File: src/rtl/core/asm_line_tokenizer_macros.svh
// ----------------------------------------------------------------------------
// asm line tokenizer assertion macros
// shared concurrent assertion forms, reset-qualified
// ----------------------------------------------------------------------------
`ifndef ASM_LINE_TOKENIZER_MACROS_SVH
`define ASM_LINE_TOKENIZER_MACROS_SVH

// same-cycle implication
`define ALT_ASSERT_NOW(label, clk, rst_n, ante, cons) \
  label: assert property (@(posedge clk) disable iff (!rst_n) (ante) |-> (cons)) \
    else $error("assertion failed");

// next-cycle implication
`define ALT_ASSERT_NEXT(label, clk, rst_n, ante, cons) \
  label: assert property (@(posedge clk) disable iff (!rst_n) (ante) |=> (cons)) \
    else $error("assertion failed");

`endif

File: src/rtl/core/alt_pkg.sv
// ----------------------------------------------------------------------------
// alt_pkg
// types, constants and character codes of the assembler line tokenizer
// ----------------------------------------------------------------------------
`default_nettype none

package alt_pkg;

  localparam int MAX_TOKEN_LEN = 32;
  localparam int COLUMN_BITS   = 16;
  localparam int START_W       = 16;
  localparam int LEN_W         = 6;
  localparam int KIND_W        = 2;
  localparam int QUEUE_DEPTH   = 4;
  localparam int QPTR_W        = $clog2(QUEUE_DEPTH);
  localparam int QCNT_W        = $clog2(QUEUE_DEPTH + 1);

  localparam logic [7:0] CH_TAB    = 8'h09;
  localparam logic [7:0] CH_SPACE  = 8'h20;
  localparam logic [7:0] CH_DQUOTE = 8'h22;
  localparam logic [7:0] CH_APOS   = 8'h27;
  localparam logic [7:0] CH_LPAREN = 8'h28;
  localparam logic [7:0] CH_RPAREN = 8'h29;
  localparam logic [7:0] CH_STAR   = 8'h2A;
  localparam logic [7:0] CH_PLUS   = 8'h2B;
  localparam logic [7:0] CH_COMMA  = 8'h2C;
  localparam logic [7:0] CH_MINUS  = 8'h2D;
  localparam logic [7:0] CH_SLASH  = 8'h2F;
  localparam logic [7:0] CH_COLON  = 8'h3A;
  localparam logic [7:0] CH_SEMI   = 8'h3B;
  localparam logic [7:0] CH_LT     = 8'h3C;
  localparam logic [7:0] CH_GT     = 8'h3E;
  localparam logic [7:0] CH_BSLASH = 8'h5C;

  localparam logic [KIND_W-1:0] KIND_PLAIN = 2'd0;
  localparam logic [KIND_W-1:0] KIND_LONG  = 2'd1;
  localparam logic [KIND_W-1:0] KIND_OPEN  = 2'd2;

  typedef enum logic [1:0] {
    MODE_PLAIN  = 2'd0,
    MODE_DQUOTE = 2'd1,
    MODE_APOS   = 2'd2,
    MODE_ANGLE  = 2'd3
  } span_mode_t;

  typedef struct packed {
    logic [7:0] char_in;
    logic       line_end;
  } in_t;

  typedef struct packed {
    logic [START_W-1:0] start_column;
    logic [LEN_W-1:0]   token_length;
    logic [KIND_W-1:0]  token_kind;
    logic               last;
  } out_t;

  typedef struct packed {
    logic two;
    out_t d0;
    out_t d1;
  } entry_t;

  typedef struct packed {
    logic full;
    logic empty;
  } q_stat_t;

  typedef struct packed {
    logic hold_valid;
    logic hold_last;
  } back_stat_t;

endpackage

`default_nettype wire

File: src/rtl/core/alt_front.sv
// ----------------------------------------------------------------------------
// alt_front
// per-character tokenizer state; builds up to two descriptors per item
// ----------------------------------------------------------------------------
`default_nettype none

module alt_front (
  input  wire logic          clk,
  input  wire logic          rst_n,
  input  wire logic          in_valid,
  input  wire alt_pkg::in_t  in_data,
  input  wire alt_pkg::q_stat_t q_stat,
  output logic               in_ready,
  output logic               push,
  output alt_pkg::entry_t    push_data
);

  typedef struct packed {
    logic [1:0]  cnt;
    alt_pkg::out_t d0;
    alt_pkg::out_t d1;
  } acc_t;

  logic [alt_pkg::COLUMN_BITS-1:0] col_r, col_nxt;
  logic                            open_r, open_nxt;
  alt_pkg::span_mode_t             mode_r, mode_nxt;
  logic [alt_pkg::COLUMN_BITS-1:0] ostart_r, ostart_nxt;
  logic [alt_pkg::LEN_W-1:0]       olen_r, olen_nxt;
  logic [alt_pkg::KIND_W-1:0]      okind_r, okind_nxt;
  logic                            pbs_r, pbs_nxt;
  logic                            cmt_r, cmt_nxt;
  acc_t                            acc;

  function automatic logic is_punct(input logic [7:0] c);
    logic r;
    r = 1'b0;
    case (c) inside
      alt_pkg::CH_COLON, alt_pkg::CH_LPAREN, alt_pkg::CH_RPAREN, alt_pkg::CH_PLUS,
      alt_pkg::CH_MINUS, alt_pkg::CH_STAR, alt_pkg::CH_SLASH, alt_pkg::CH_COMMA: r = 1'b1;
      default: r = 1'b0;
    endcase
    return r;
  endfunction

  function automatic acc_t add(input acc_t a, input logic [alt_pkg::COLUMN_BITS-1:0] s,
                               input logic [alt_pkg::LEN_W-1:0] l,
                               input logic [alt_pkg::KIND_W-1:0] k);
    acc_t          r;
    alt_pkg::out_t d;
    r = a;
    d.start_column = alt_pkg::START_W'(s);
    d.token_length = l;
    d.token_kind   = k;
    d.last         = 1'b0;
    if (a.cnt == 2'd0) begin
      r.d0  = d;
      r.cnt = 2'd1;
    end else if (a.cnt == 2'd1) begin
      r.d1  = d;
      r.cnt = 2'd2;
    end
    return r;
  endfunction

  logic [7:0] c;
  logic       sep;
  logic [7:0] closer;

  assign c   = in_data.char_in;
  assign sep = (c == alt_pkg::CH_SPACE) || (c == alt_pkg::CH_TAB);

  always_comb begin
    col_nxt    = col_r;
    open_nxt   = open_r;
    mode_nxt   = mode_r;
    ostart_nxt = ostart_r;
    olen_nxt   = olen_r;
    okind_nxt  = okind_r;
    pbs_nxt    = pbs_r;
    cmt_nxt    = cmt_r;
    acc        = '0;
    closer     = alt_pkg::CH_GT;

    if (!cmt_r) begin
      // full token is cut before this character
      if (open_nxt && olen_nxt >= alt_pkg::LEN_W'(alt_pkg::MAX_TOKEN_LEN)) begin
        acc        = add(acc, ostart_nxt, olen_nxt, alt_pkg::KIND_LONG);
        open_nxt   = 1'b0;
        mode_nxt   = alt_pkg::MODE_PLAIN;
        ostart_nxt = '0;
        olen_nxt   = '0;
        okind_nxt  = alt_pkg::KIND_PLAIN;
        pbs_nxt    = 1'b0;
      end
      if (open_nxt && mode_nxt == alt_pkg::MODE_PLAIN &&
          (sep || c == alt_pkg::CH_SEMI || is_punct(c))) begin
        acc        = add(acc, ostart_nxt, olen_nxt, okind_nxt);
        open_nxt   = 1'b0;
        mode_nxt   = alt_pkg::MODE_PLAIN;
        ostart_nxt = '0;
        olen_nxt   = '0;
        okind_nxt  = alt_pkg::KIND_PLAIN;
        pbs_nxt    = 1'b0;
      end
      if (!open_nxt) begin
        if (sep) begin
          cmt_nxt = 1'b0;
        end else if (c == alt_pkg::CH_SEMI) begin
          cmt_nxt = 1'b1;
        end else if (is_punct(c)) begin
          acc = add(acc, col_r, alt_pkg::LEN_W'(1), alt_pkg::KIND_PLAIN);
        end else begin
          open_nxt   = 1'b1;
          ostart_nxt = col_r;
          olen_nxt   = '0;
          okind_nxt  = alt_pkg::KIND_PLAIN;
          mode_nxt   = alt_pkg::MODE_PLAIN;
          pbs_nxt    = 1'b0;
        end
      end
      if (open_nxt) begin
        unique case (mode_nxt)
          alt_pkg::MODE_DQUOTE: closer = alt_pkg::CH_DQUOTE;
          alt_pkg::MODE_APOS:   closer = alt_pkg::CH_APOS;
          default:              closer = alt_pkg::CH_GT;
        endcase
        if (mode_nxt == alt_pkg::MODE_PLAIN) begin
          if (c == alt_pkg::CH_DQUOTE) begin
            mode_nxt  = alt_pkg::MODE_DQUOTE;
            okind_nxt = alt_pkg::KIND_OPEN;
          end else if (c == alt_pkg::CH_APOS) begin
            mode_nxt  = alt_pkg::MODE_APOS;
            okind_nxt = alt_pkg::KIND_OPEN;
          end else if (c == alt_pkg::CH_LT) begin
            mode_nxt  = alt_pkg::MODE_ANGLE;
            okind_nxt = alt_pkg::KIND_OPEN;
          end
          if (olen_nxt != '1) olen_nxt = olen_nxt + alt_pkg::LEN_W'(1);
          pbs_nxt = (c == alt_pkg::CH_BSLASH);
        end else if (c == closer && !pbs_nxt) begin
          if (olen_nxt != '1) olen_nxt = olen_nxt + alt_pkg::LEN_W'(1);
          acc        = add(acc, ostart_nxt, olen_nxt, alt_pkg::KIND_PLAIN);
          open_nxt   = 1'b0;
          mode_nxt   = alt_pkg::MODE_PLAIN;
          ostart_nxt = '0;
          olen_nxt   = '0;
          okind_nxt  = alt_pkg::KIND_PLAIN;
          pbs_nxt    = 1'b0;
        end else begin
          if (olen_nxt != '1) olen_nxt = olen_nxt + alt_pkg::LEN_W'(1);
          pbs_nxt = (c == alt_pkg::CH_BSLASH);
        end
      end
    end

    if (in_data.line_end) begin
      if (open_nxt) acc = add(acc, ostart_nxt, olen_nxt, okind_nxt);
      open_nxt   = 1'b0;
      mode_nxt   = alt_pkg::MODE_PLAIN;
      ostart_nxt = '0;
      olen_nxt   = '0;
      okind_nxt  = alt_pkg::KIND_PLAIN;
      pbs_nxt    = 1'b0;
      cmt_nxt    = 1'b0;
      col_nxt    = '0;
    end else if (col_r != '1) begin
      col_nxt = col_r + alt_pkg::COLUMN_BITS'(1);
    end

    if (acc.cnt == 2'd1) acc.d0.last = 1'b1;
    if (acc.cnt == 2'd2) acc.d1.last = 1'b1;
  end

  assign in_ready      = !q_stat.full;
  assign push          = in_valid && in_ready && (acc.cnt != 2'd0);
  assign push_data.two = acc.cnt[1];
  assign push_data.d0  = acc.d0;
  assign push_data.d1  = acc.d1;

  always_ff @(posedge clk) begin
    if (!rst_n) begin
      col_r    <= '0;
      open_r   <= 1'b0;
      mode_r   <= alt_pkg::MODE_PLAIN;
      ostart_r <= '0;
      olen_r   <= '0;
      okind_r  <= alt_pkg::KIND_PLAIN;
      pbs_r    <= 1'b0;
      cmt_r    <= 1'b0;
    end else if (in_valid && in_ready) begin
      col_r    <= col_nxt;
      open_r   <= open_nxt;
      mode_r   <= mode_nxt;
      ostart_r <= ostart_nxt;
      olen_r   <= olen_nxt;
      okind_r  <= okind_nxt;
      pbs_r    <= pbs_nxt;
      cmt_r    <= cmt_nxt;
    end
  end

endmodule

`default_nettype wire

File: src/rtl/core/alt_queue.sv
// ----------------------------------------------------------------------------
// alt_queue
// short queue of descriptor pairs between front and back
// ----------------------------------------------------------------------------
`default_nettype none

module alt_queue (
  input  wire logic            clk,
  input  wire logic            rst_n,
  input  wire logic            push,
  input  wire alt_pkg::entry_t push_data,
  input  wire logic            pop,
  output alt_pkg::entry_t      head,
  output alt_pkg::q_stat_t     q_stat
);

  alt_pkg::entry_t                 mem_r [alt_pkg::QUEUE_DEPTH];
  logic [alt_pkg::QPTR_W-1:0]      wr_r, wr_nxt;
  logic [alt_pkg::QPTR_W-1:0]      rd_r, rd_nxt;
  logic [alt_pkg::QCNT_W-1:0]      cnt_r, cnt_nxt;
  logic                            do_push;
  logic                            do_pop;

  assign q_stat.full  = (cnt_r == alt_pkg::QCNT_W'(alt_pkg::QUEUE_DEPTH));
  assign q_stat.empty = (cnt_r == '0);
  assign do_push      = push && !q_stat.full;
  assign do_pop       = pop && !q_stat.empty;
  assign head         = mem_r[rd_r];

  always_comb begin
    wr_nxt  = wr_r;
    rd_nxt  = rd_r;
    cnt_nxt = cnt_r;
    if (do_push) begin
      wr_nxt = (wr_r == alt_pkg::QPTR_W'(alt_pkg::QUEUE_DEPTH - 1)) ? '0 :
               wr_r + alt_pkg::QPTR_W'(1);
    end
    if (do_pop) begin
      rd_nxt = (rd_r == alt_pkg::QPTR_W'(alt_pkg::QUEUE_DEPTH - 1)) ? '0 :
               rd_r + alt_pkg::QPTR_W'(1);
    end
    if (do_push && !do_pop) cnt_nxt = cnt_r + alt_pkg::QCNT_W'(1);
    if (!do_push && do_pop) cnt_nxt = cnt_r - alt_pkg::QCNT_W'(1);
  end

  always_ff @(posedge clk) begin
    if (!rst_n) begin
      wr_r  <= '0;
      rd_r  <= '0;
      cnt_r <= '0;
    end else begin
      wr_r  <= wr_nxt;
      rd_r  <= rd_nxt;
      cnt_r <= cnt_nxt;
    end
  end

  always_ff @(posedge clk) begin
    if (do_push) mem_r[wr_r] <= push_data;
  end

endmodule

`default_nettype wire

File: src/rtl/core/alt_back.sv
// ----------------------------------------------------------------------------
// alt_back
// splits queued descriptor pairs into single items on the output register
// ----------------------------------------------------------------------------
`default_nettype none

module alt_back (
  input  wire logic             clk,
  input  wire logic             rst_n,
  input  wire alt_pkg::entry_t  head,
  input  wire alt_pkg::q_stat_t q_stat,
  output logic                  pop,
  input  wire logic             out_ready,
  output logic                  out_valid,
  output alt_pkg::out_t         out_data,
  output alt_pkg::back_stat_t   back_stat
);

  logic          out_valid_r, out_valid_nxt;
  alt_pkg::out_t out_data_r, out_data_nxt;
  logic          hold_r, hold_nxt;
  alt_pkg::out_t hold_d_r, hold_d_nxt;
  logic          slot_free;

  assign slot_free = !out_valid_r || out_ready;
  assign pop       = slot_free && !hold_r && !q_stat.empty;

  always_comb begin
    out_valid_nxt = out_valid_r;
    out_data_nxt  = out_data_r;
    hold_nxt      = hold_r;
    hold_d_nxt    = hold_d_r;
    if (slot_free) begin
      if (hold_r) begin
        out_valid_nxt = 1'b1;
        out_data_nxt  = hold_d_r;
        hold_nxt      = 1'b0;
      end else if (!q_stat.empty) begin
        out_valid_nxt = 1'b1;
        out_data_nxt  = head.d0;
        hold_nxt      = head.two;
        hold_d_nxt    = head.d1;
      end else begin
        out_valid_nxt = 1'b0;
      end
    end
  end

  always_ff @(posedge clk) begin
    if (!rst_n) begin
      out_valid_r <= 1'b0;
      hold_r      <= 1'b0;
    end else begin
      out_valid_r <= out_valid_nxt;
      hold_r      <= hold_nxt;
    end
    out_data_r <= out_data_nxt;
    hold_d_r   <= hold_d_nxt;
  end

  assign out_valid            = out_valid_r;
  assign out_data             = out_data_r;
  assign back_stat.hold_valid = hold_r;
  assign back_stat.hold_last  = hold_d_r.last;

endmodule

`default_nettype wire

File: src/rtl/core/asm_line_tokenizer.sv
// ----------------------------------------------------------------------------
// asm_line_tokenizer
// assembler line tokenizer: one character in, token descriptors out
// ----------------------------------------------------------------------------
// Takes one source character per cycle and emits start column, length and
// kind of each token. The per-character state update is combinational, so
// the input takes one item every cycle while the four-entry descriptor queue
// has room. A character with two descriptors sends them out one after the
// other; the output side delivers one descriptor per cycle while out_ready
// is high, so the sustained input rate is one character per cycle when
// characters average at most one descriptor each. Descriptors pass a queue
// entry, then the output register. No clearing pass is needed after reset.
`default_nettype none
`include "asm_line_tokenizer_macros.svh"

module asm_line_tokenizer (
  input  wire logic          clk,
  input  wire logic          rst_n,
  input  wire logic          in_valid,
  output logic               in_ready,
  input  wire alt_pkg::in_t  in_data,
  output logic               out_valid,
  input  wire logic          out_ready,
  output alt_pkg::out_t      out_data
);

  logic                q_push;
  alt_pkg::entry_t     q_wdata;
  logic                q_pop;
  alt_pkg::entry_t     q_head;
  alt_pkg::q_stat_t    q_stat;
  alt_pkg::back_stat_t back_stat;

  alt_front u_front (
    .clk       (clk),
    .rst_n     (rst_n),
    .in_valid  (in_valid),
    .in_data   (in_data),
    .q_stat    (q_stat),
    .in_ready  (in_ready),
    .push      (q_push),
    .push_data (q_wdata)
  );

  alt_queue u_queue (
    .clk       (clk),
    .rst_n     (rst_n),
    .push      (q_push),
    .push_data (q_wdata),
    .pop       (q_pop),
    .head      (q_head),
    .q_stat    (q_stat)
  );

  alt_back u_back (
    .clk       (clk),
    .rst_n     (rst_n),
    .head      (q_head),
    .q_stat    (q_stat),
    .pop       (q_pop),
    .out_ready (out_ready),
    .out_valid (out_valid),
    .out_data  (out_data),
    .back_stat (back_stat)
  );

  `ALT_ASSERT_NOW(a_hold_has_out, clk, rst_n, back_stat.hold_valid, out_valid)
  `ALT_ASSERT_NOW(a_hold_is_last, clk, rst_n, back_stat.hold_valid, back_stat.hold_last)
  `ALT_ASSERT_NEXT(a_pair_follows, clk, rst_n, out_valid && out_ready && !out_data.last,
                   out_valid)
  `ALT_ASSERT_NEXT(a_queue_drains, clk, rst_n, !q_stat.empty && !out_valid, out_valid)

endmodule

`default_nettype wire
File: config.mk
export PLATFORM = sky130hd
export DESIGN_NAME = asm_line_tokenizer
export DESIGN_NICKNAME = d
export VERILOG_FILES = /design/src/rtl/core/alt_pkg.sv /design/src/rtl/core/alt_front.sv /design/src/rtl/core/alt_queue.sv /design/src/rtl/core/alt_back.sv /design/src/rtl/core/asm_line_tokenizer.sv
export VERILOG_INCLUDE_DIRS = /design/src /design/src/rtl/core
export SDC_FILE = /design/constraint.sdc
export NUM_CORES = 1
export LEC_CHECK = 0
export BUFFER_PORTS_ARGS = -buffer_cell sky130_fd_sc_hd__buf_2
export CORE_MARGIN = 2
export CORE_UTILIZATION = 35
export CTS_CLUSTER_SIZE = 30
export DETAILED_ROUTE_END_ITERATION = 8
export GPL_ROUTABILITY_DRIVEN = 0
export SYNTH_ARGS = -nofsm -noshare
export SYNTH_HDL_FRONTEND = slang
export SYNTH_HIERARCHICAL = 1
export SYNTH_SLANG_ARGS = --single-unit
File: constraint.sdc
create_clock -name clk -period 22.3 [get_ports clk]
set_clock_uncertainty 0.05 [all_clocks]
set_input_delay 4.46 -clock clk [delete_from_list [all_inputs] [get_ports clk]]
set_output_delay 4.46 -clock clk [all_outputs]
set_load 0.02 [all_outputs]
# [Yosys cells after proc, flatten, opt, wreduce, memory -nomap -nowiden]
# Memories as Yosys holds them, arrays and structs flattened. A register that Yosys moved wholly into a read port is not among the register bits.
# Index checks and enable logic that the tools add are counted.
[totals] mem_bits_rw=204 n_memories=1 wordCells=249 ff_bits=104 output_inout_bits=27 inputBits=13
[mem_list] memory="u_queue.mem_r" words=4 width=51 rd=1 rd_ports_with_merged_regs=1 write_ports=1 line_no="alt_queue.sv:17" text="alt_pkg::entry_t mem_r [alt_pkg::QUEUE_DEPTH];"
[classes] n_lt_le_gt_ge=1 reduce_logical=38 n_eq_ne=31 muxes=149 addsub=6 bitwise_logic=2
[op_table] op="$mux W52" n=14
[op_table] op="$mux W25" n=14
[op_table] op="$mux W16" n=14
[op_table] op="$eq A8 B6 Y1 const B" n=13
[op_table] op="$mux W2" n=43
[op_table] op="$mux W6" n=13
[op_table] op="$mux W51" n=1
[op_table] op="$mux W1" n=45
[op_table] op="$add A16 B1 Y16 const B" n=1
[op_table] op="$mux W8" n=2
[op_table] op="$ne A16 B16 Y1 const B" n=1
[op_table] op="$eq A2 B1 Y1 const B" n=6
[op_table] op="$logic_and A1 B1 Y1" n=12
[op_table] op="$logic_not A2 Y1" n=6
[op_table] op="$pmux W5 S2" n=1
[op_table] op="$eq A2 B2 Y1 const B" n=4
[op_table] op="$eq A8 B4 Y1 const B" n=1
[op_table] op="$eq A8 B7 Y1 const B" n=1
[op_table] op="$eq A8 B8 Y1" n=1
[op_table] op="$reduce_or A8 Y1" n=1
[op_table] op="$logic_not A1 Y1" n=7
[op_table] op="$add A6 B1 Y6 const B" n=1
[op_table] op="$ge A6 B6 Y1 const B" n=1
[op_table] op="$mux W3" n=2
[op_table] op="12 further kinds" n=22

# [Depth between registers and ports, before layout]
# Gate-level depths: netlist of the first run.
[logic_depth] ltp_word=37 ltp_mapped=30 mapped_depth_nobuf=25

# [Hierarchy]
# Netlist of the first run, hierarchy kept.
[modules_own_cells] module="alt_queue" seq_area_each_um2=6306.0 n_inst=1 cells_each=323 area_each_um2=7912.6
[modules_own_cells] module="alt_front" seq_area_each_um2=900.9 n_inst=1 cells_each=586 area_each_um2=4501.8
[modules_own_cells] module="alt_back" seq_area_each_um2=1541.5 n_inst=1 cells_each=92 area_each_um2=1943.1

# [Worst setup path before layout of the first run]
# No wires, ideal clock.
[synth_timing] path_kind="input to register" startpoint="input port in_data[2] in the netlist's numbering" endpoint="memory u_queue/mem_r[0][0] in the netlist's numbering (enable)" path_buffers=5 stages=24 arrival_ps=9870 slack_ps=11966 required_time_ps=21836 setup_time_ps=414 cell_sequence="buf_6 or4_4 o31ai_1 a21o_2 clkbuf_1 nand2_1 inv_1 ha_1 or3_1 nand2_1 nand4_1 a311oi_2 buf_4 buf_2 nor2_1 a21oi_1 nand2_1 ha_1 nand2_1 o21ai_0 a21oi_1 nor2b_1 buf_2 and2_1"
[synth_between] elab_chain_len=33 elab_cells_between_ends=84 cone_classes="17 x eq/ne; 53 x mux; 14 x reduce/logical"
[synth_lines] element="from (decl)" line_no="asm_line_tokenizer.sv:21" text="input wire alt_pkg::in_t in_data,"
[synth_lines] element="branches (longest 27 deep; another with $eq A8 B6 Y1)"
[synth_lines] element="$mux W52 *" line_no="alt_front.sv:156" text="if (in_data.line_end) begin"
[synth_lines] element="$reduce_bool A2 Y1 *" line_no="alt_front.sv:175" text="assign push = in_valid && in_ready && (acc.cnt != 2'd0);"
[synth_lines] element="$logic_and A1 B1 Y1 *" line_no="alt_front.sv:175"
[synth_lines] element="via q_push" line_no="asm_line_tokenizer.sv:27" text="logic q_push;"
[synth_lines] element="$logic_and A1 B1 Y1 *" line_no="alt_queue.sv:26" text="assign do_push = push && !q_stat.full;"
[synth_lines] element="$mux W1 *" line_no="alt_queue.sv:59" text="if (do_push) mem_r[wr_r] <= push_data;"
[synth_lines] element="$mux W1 (implied by the code) *" line_no="alt_queue.sv:59"
[synth_lines] element="to (decl)" line_no="alt_queue.sv:17"
# Mark *: on every way through the listed nets, which the timed path passes. The select of a mux whose other input is x is not followed.

# [Worst setup path in the final report of the first run]
[layout_timing] startpoint="input port in_data[5] in the netlist's numbering" endpoint="memory u_queue/mem_r[0][9] in the netlist's numbering (enable)"
# The elaborated chain is that of the path after synthesis.

==> metrics.md, run 1 <==
| Metric | Value |
|---|---|
| Setup tns final | 0 ps |
| Worst EP arrival | 10450 ps |
| Hold Path Stages | 1 |
| WP buf/inv | 4 |
| Post-CTS setup buffers | 0 |
| 1st-pass router iterations | 5 |
| Cts-stage hold buffer count | 0 |
| Later-pin clock latency in the skew report | 510 ps |
| Residual DRC | 0 |
| Top-Level Pins | 40 |
| Hold Path End | u_front/okind_r[0] |
| Static leakage | 0.00498 uW |
| Number of gates resized after cts | 0 |
| MaxCap Viol Count | 0 |
| Rel. slew slack | 0.254 |
| CP delay by family, top | simple AND/OR/NAND/NOR gates |
| Die area | 42600 sq um |
| Dpl hpwl | 20.2 mm |
| Period utilisation layout | 0.465 |
| Total power | 1430 uW |
| Worst R2R Path Depth | 20 |
| CP max-delay cell | or4_4 |
| Iteration-0 DRC count of the detailed router | 744 |
| Clk sink count | 310 |
| Fmax | 96.5 MHz |
| Vias in the first global route | 8520 |
| Crit-path most repeated cell | nand2_1 |
| Initial antenna violation count | 0 |
| Initial core utilization | 0.353 |
| Min Tclk post-route | 10360 ps |
| DP Area | 14900 sq um |
| Worst-path clk slew | 60 ps |
| Cts bufs inserted | 34 |
| R2r setup slk | 15950 ps |
| Hold Startpoint | u_front/okind_r[0] |
| Vias per inst | 5.48 |
| Crit Path Class | in -> reg |
| Min-delay worst type | reg -> reg |
| Fill cell count | 3747 |
| CP Capture Type | flip-flop |
| Rows | 74 |
| Max FO, Critical Path | 51 |
| Diodes inserted | 0 |
| CTS Root Cell | clkbuf_16 |
| Final core occ | 0.393 |
| Crit start category | input port |
| Syn nets | 1032 |
| Final setup fails | 0 |
| Status | finished clean |
| Area grow syn2layout | 11.2% |
| Yosys Warn Count | 6 |
| RR Startpoint | u_front/open_r |
| I/O Buffers | 39 |
| Final ANT Viol Nets | 0 |
| Fin area | 16000 sq um |
| Worst r2r dst | u_queue/mem_r[0][9] |
| Final #Nets | 1052 |
| Wire length per cell | 20.1 microns |
| Worst path cell trace | buf_2 -> or4_4 -> o31ai_1 -> a21o_2 -> nand2_1 -> inv_1 -> ha_1 -> or3_1 -> nand2_1 -> nand4_1 -> a311oi_4 -> buf_4 -> mux2i_1 -> nand2_1 -> ha_1 -> nand2_1 -> o21ai_0 -> a21oi_1 -> nor2b_1 -> and2_2 -> buf_4 |
| Pwr dens | 89.7 nW/um^2 |
| CP max stage delay | 580 ps |
| Max rail drop VDD | 0.0000439 V |
| H-tree levels | 2 |
| CORE AREA | 40600 sq um |
| RSZ-0062 raised after global routing | false |
| Synth Area per Inst | 14.4 sq um |
| Layout cells sized above 1 | 0.229 |
| Grt ovf | 0 |
| GRT Total Usage | 0.149 |
| First-pass GRT wire length | 49.4 mm |
| Pins Over Slew Limit | 0 |
| Mapped cell area | 14300 sq um |
| Required time worst endpoint | 22380 ps |
| Least-Margin Pin Slew | 1110 ps |
| CTS tree | built |
| Synthesized instance count | 999 |
| Final wirelength | 31.7 mm |
| Final Hold Fails | 0 |
| Largest net degree at the start of global routing | 52 |
| Vias | 8634 |
| Die H | 206 microns |
| Clock buffer depth | 3 |
| Die W | 206 microns |
## layer usage
| layer | track usage | vias up | wire length, microns |
|---|---|---|---|
| met3 | 0.0207 | 43 | 2010 |
| met5 | 0 | - | 0 |
| li1 | - | 3988 | - |
| met1 | 0.221 | 4305 | 14800 |
| met2 | 0.229 | 298 | 14200 |
| met4 | 0.0416 | 0 | 614 |
## flip-flops by register name (all words and copies together), names as in the netlist, 2 cells and up, named ones only
| name | flops |
|---|---|
| u_back/hold_d_r | 24 |
| u_back/out_data | 25 |
| u_front/col_r | 16 |
| u_front/mode_r | 2 |
| u_front/okind_r | 2 |
| u_front/olen_r | 6 |
| u_front/ostart_r | 16 |
| u_queue/cnt_r | 3 |
| u_queue/mem_r | 204 |
| u_queue/rd_r | 2 |
| u_queue/wr_r | 2 |
## cell usage in the layout (no fill, tap or decap), types with 5 or more instances in the layout
| cell type | instances |
|---|---|
| nor2_1 | 54 |
| clkbuf_1 | 9 |
| a221oi_1 | 7 |
| nand2b_1 | 5 |
| a21boi_0 | 5 |
| mux2i_1 | 5 |
| a221oi_2 | 9 |
| a32o_1 | 19 |
| buf_4 | 15 |
| mux4_2 | 50 |
| nor3_1 | 13 |
| xor2_1 | 6 |
| mux2_2 | 28 |
| and3_1 | 7 |
| a21oi_1 | 33 |
| edfxtp_1 | 254 |
| nor2b_1 | 12 |
| ha_1 | 19 |
| nor3b_1 | 18 |
| nand3_1 | 12 |
| xnor2_1 | 11 |
| o32ai_2 | 16 |
| buf_2 | 39 |
| nand2_1 | 58 |
| nand4_1 | 10 |
| clkbuf_16 | 35 |
| and2_1 | 8 |
| or3_1 | 9 |
| inv_1 | 27 |
| o21ai_0 | 63 |
| nand3b_1 | 6 |
| dfxtp_1 | 54 |
| a22oi_1 | 21 |
| a32oi_1 | 5 |
| o22ai_1 | 8 |
## worst max-delay path by stage
stage | start | depth (start not counted) | slack (ps) | endpoint
after floorplan | in_data[2] | 24 | 11970 | u_queue/mem_r[0][0]
after global placement | in_data[5] | 21 | 11530 | u_queue/mem_r[0][3]
after detailed placement | in_data[5] | 21 | 11390 | u_queue/mem_r[3][3]
after CTS | in_data[5] | 21 | 11900 | u_queue/mem_r[2][41]
after global routing | in_data[5] | 21 | 11490 | u_queue/mem_r[2][38]
final | in_data[5] | 21 | 11940 | u_queue/mem_r[0][9]
## through the flow
step / hold slack [ps] / instances / worst slack, ps
5_1_grt: 452 / 1575 / 11490
3_3_place_gp: 419 / 1515 / 11530
2_1_floorplan: 397 / 999 / 11970
3_5_place_dp: 424 / 1515 / 11390
4_1_cts: 436 / 1575 / 11900
6_report: 437 / 1575 / 11940
## worst reg2reg max path: stages, from the launching register on
cell and delay, ps:
dfxtp_1 610, nand2b_1 230, o31ai_1 140, a21o_2 520, nand2_1 230, inv_1 130
ha_1 250, or3_1 320, nand2_1 80, nand4_1 260, a311oi_4 340, buf_4 350
mux2i_1 270, nand2_1 130, ha_1 350, nand2_1 70, o21ai_0 70, a21oi_1 290
nor2b_1 450, and2_2 220, buf_4 570
## power breakdown
| part | internal (uW) | leakage (uW) | switching (uW) | total, uW |
|---|---|---|---|---|
| Clock | 306 | 0.000506 | 219 | 525 |
| Combinational | 74.2 | 0.00170 | 119 | 193 |
| Sequential | 693 | 0.00277 | 19.4 | 713 |
| Total | 1070 | 0.00498 | 357 | 1430 |
## final cells by class
cell class,count,area (sq um),area share
Clock buffer,45,923,0.0579
Clock inverter,15,134,0.00839
Inverter,28,105,0.00659
Multi-Input combinational cell,591,5070,0.318
Sequential cell,310,8750,0.549
Tap cell,532,666,0.0417
Timing Repair Buffer,54,308,0.0193
(Power assumes the default switching activity.)
==> inputs of run 2 (changes only) <==
Settings changed: ABC_AREA set to 1.
Clock period 22.3 ns to 10.5 ns, I/O delays scaled along.
==> metrics.md, run 2 <==
| Metric | Value |
|---|---|
| Status | finished clean (unchanged) |
| Rel. slew slack | 0.250 (was 0.254) |
| CP Capture Type | flip-flop (unchanged) |
| Fin area | 16500 sq um (was 16000 sq um) |
| Cts-stage hold buffer count | 0 (unchanged) |
| Crit Path Class | in -> reg (unchanged) |
| Clk sink count | 310 (unchanged) |
| Pwr dens | 240 nW/um^2 (was 89.7 nW/um^2) |
| Top Usage Layer GRT | met2 (unchanged) |
| Worst EP arrival | 8030 ps (was 10450 ps) |
| Max rail drop VDD | 0.000140 V (was 0.0000439 V) |
| Final #Nets | 1592 (was 1052) |
| Period utilisation layout | 0.751 |
| Rows | 75 (was 74) |
| Vias in the first global route | 10.5k (was 8520) |
| Largest net degree at the start of global routing | 103 (was 52) |
| Diodes inserted | 0 (unchanged) |
| R2r setup slk | 4320 ps (was 15950 ps) |
| Most frequent cells in the layout | nand2_1 (355), edfxtp_1 (254), nor2_1 (153) (was edfxtp_1 (254), o21ai_0 (63), nand2_1 (58)) |
| Grt ovf | 0 (unchanged) |
| Die area | 44000 sq um (was 42600 sq um) |
| Worst R2R Path Depth | 18 (was 20) |
| H-tree levels | 2 (unchanged) |
| GR Util met3 | 0.0253 (was 0.0207) |
| Top reg by flops | u_queue/mem_r (unchanged) |
| Worst r2r dst | u_queue/mem_r[1][11] (was u_queue/mem_r[0][9]) |
| RR Startpoint | u_front/olen_r[5] (was u_front/open_r) |
| RSZ-0062 raised after global routing | false (unchanged) |
| Yosys Warn Count | 6 (unchanged) |
| Met1 GRT Util | 0.243 (was 0.221) |
| Required time worst endpoint | 10640 ps (was 22380 ps) |
| Synthesized instance count | 1544 (was 999) |
| Min-delay worst type | reg -> reg (unchanged) |
| Fmax | 127 MHz |
| Number of gates resized after cts | 0 (unchanged) |
| DP Area | 15300 sq um (was 14900 sq um) |
| Synth Area per Inst | 9.59 sq um (was 14.4 sq um) |
| Final setup fails | 0 (unchanged) |
| Vias | 11.1k (was 8634) |
| CTS Root Cell | clkbuf_16 (unchanged) |
| MaxCap Viol Count | 0 (unchanged) |
| Min Tclk post-route | 7890 ps |
| Final ANT Viol Nets | 0 (unchanged) |
| Hold Path Stages | 2 (was 1) |
| Syn nets | 1577 (was 1032) |
| Least-Margin Pin Slew | 1120 ps (was 1110 ps) |
| Crit start category | input port (unchanged) |
| Hold Startpoint | u_front/ostart_r[3] (was u_front/okind_r[0]) |
| Wire length per cell | 17.7 microns (was 20.1 microns) |
| Met2 Use GR | 0.273 (was 0.229) |
| First-pass GRT wire length | 59.2 mm (was 49.4 mm) |
| 1st-pass router iterations | 5 (unchanged) |
| Setup tns final | 0 ps (unchanged) |
| Vias per inst | 5.23 (was 5.48) |
| Residual DRC | 0 (unchanged) |
| Most common cell after layout, fill and taps aside | nand2_1 (was edfxtp_1) |
| Iteration-0 DRC count of the detailed router | 973 (was 744) |
| CORE AREA | 41900 sq um (was 40600 sq um) |
| Clock buffer depth | 3 (unchanged) |
| Post-CTS setup buffers | 0 (unchanged) |
| Dpl hpwl | 24.4 mm (was 20.2 mm) |
| Initial core utilization | 0.354 (was 0.353) |
| Mapped cell area | 14800 sq um (was 14300 sq um) |
| CTS tree | built (unchanged) |
| Final Hold Fails | 0 (unchanged) |
| Max FO, Critical Path | 33 (was 51) |
| Initial antenna violation count | 0 (unchanged) |
| Die W | 210 microns (was 206 microns) |
| Cts bufs inserted | 35 (was 34) |
| Die H | 210 microns (was 206 microns) |
| Top-Level Pins | 40 (unchanged) |
| Later-pin clock latency in the skew report | 520 ps (was 510 ps) |
| I/O Buffers | 39 (unchanged) |
| Pins Over Slew Limit | 0 (unchanged) |
| Max reg flops | 204 (unchanged) |
| Layout cells sized above 1 | 0.110 (was 0.229) |
| Static leakage | 0.00597 uW (was 0.00498 uW) |
| Final wirelength | 37.7 mm (was 31.7 mm) |
| Hold Path End | u_front/ostart_r[3] (was u_front/okind_r[0]) |
| GRT Total Usage | 0.171 (was 0.149) |
| Worst-path clk slew | 60 ps (about the same) |
| Area grow syn2layout | 11.6% (was 11.2%) |
## run 2: worst max-delay path by stage
stage,endpoint,slack (ps),startpoint
final,u_queue/mem_r[1][11],2610,in_data[1]
after global placement,u_queue/mem_r[1][18],2360,in_data[8]
after floorplan,u_queue/mem_r[0][0],2530,in_data[8]
after global routing,u_queue/mem_r[1][11],2240,in_data[1]
after CTS,u_queue/mem_r[3][15],2710,in_data[1]
after detailed placement,u_queue/mem_r[3][17],2170,in_data[1]
## run 2: final cells by class
cell class,instances,area (sq um)
clock buffer,45,955
clock inverter,18,262
fill,4074,25300
inverter,129,484
multi-input combinational,1030,5100
sequential,310,8750
tap,539,674
timing repair buffer,53,300
## run 2: power by group
| group | switching (uW) | internal [uW] | leakage, uW | total, uW |
|---|---|---|---|---|
| clock | 487 | 795 | 0.000590 | 1280 |
| sequential | 66.6 | 1610 | 0.00281 | 1680 |
| combinational | 734 | 278 | 0.00258 | 1010 |
| total | 1290 | 2680 | 0.00597 | 3970 |
## run 2: critical path, stage by stage
cell      delay (ps)
buf_2            120
inv_2             70
nand2_1           80
nand2_1           80
nand2_1           50
nand2_1           70
nand2_2          120
inv_2            110
nand3_2          550
nand2_1          350
inv_1            100
ha_1             340
nand3b_1         200
a21oi_2          420
nand3_2          540
nand2_1          220
nand2_1          140
ha_1             320
nand3_1          110
nand2_1          100
a21oi_2          220
nand2_2          230
nor2_4           910
buf_4            430
## run 2: metal layers
layer	up-vias	share of wire	wire length [microns]
met5	-	0	0
met4	0	0.021	797
met3	71	0.066	2490
met2	392	0.46	17200
met1	5261	0.46	17200
li1	5376	-	-
## run 2: metrics by stage
step,total power [uW],hold slack (ps),setup WS (ps),cells,utilization
finish,3970,419,2610,2124,0.395
floorplan,2460,382,2530,1544,-
global placement,2720,401,2360,2061,0.366
detailed placement,2740,406,2170,2061,0.366
CTS,4020,415,2710,2124,0.395
global route,4190,449,2240,2124,0.395
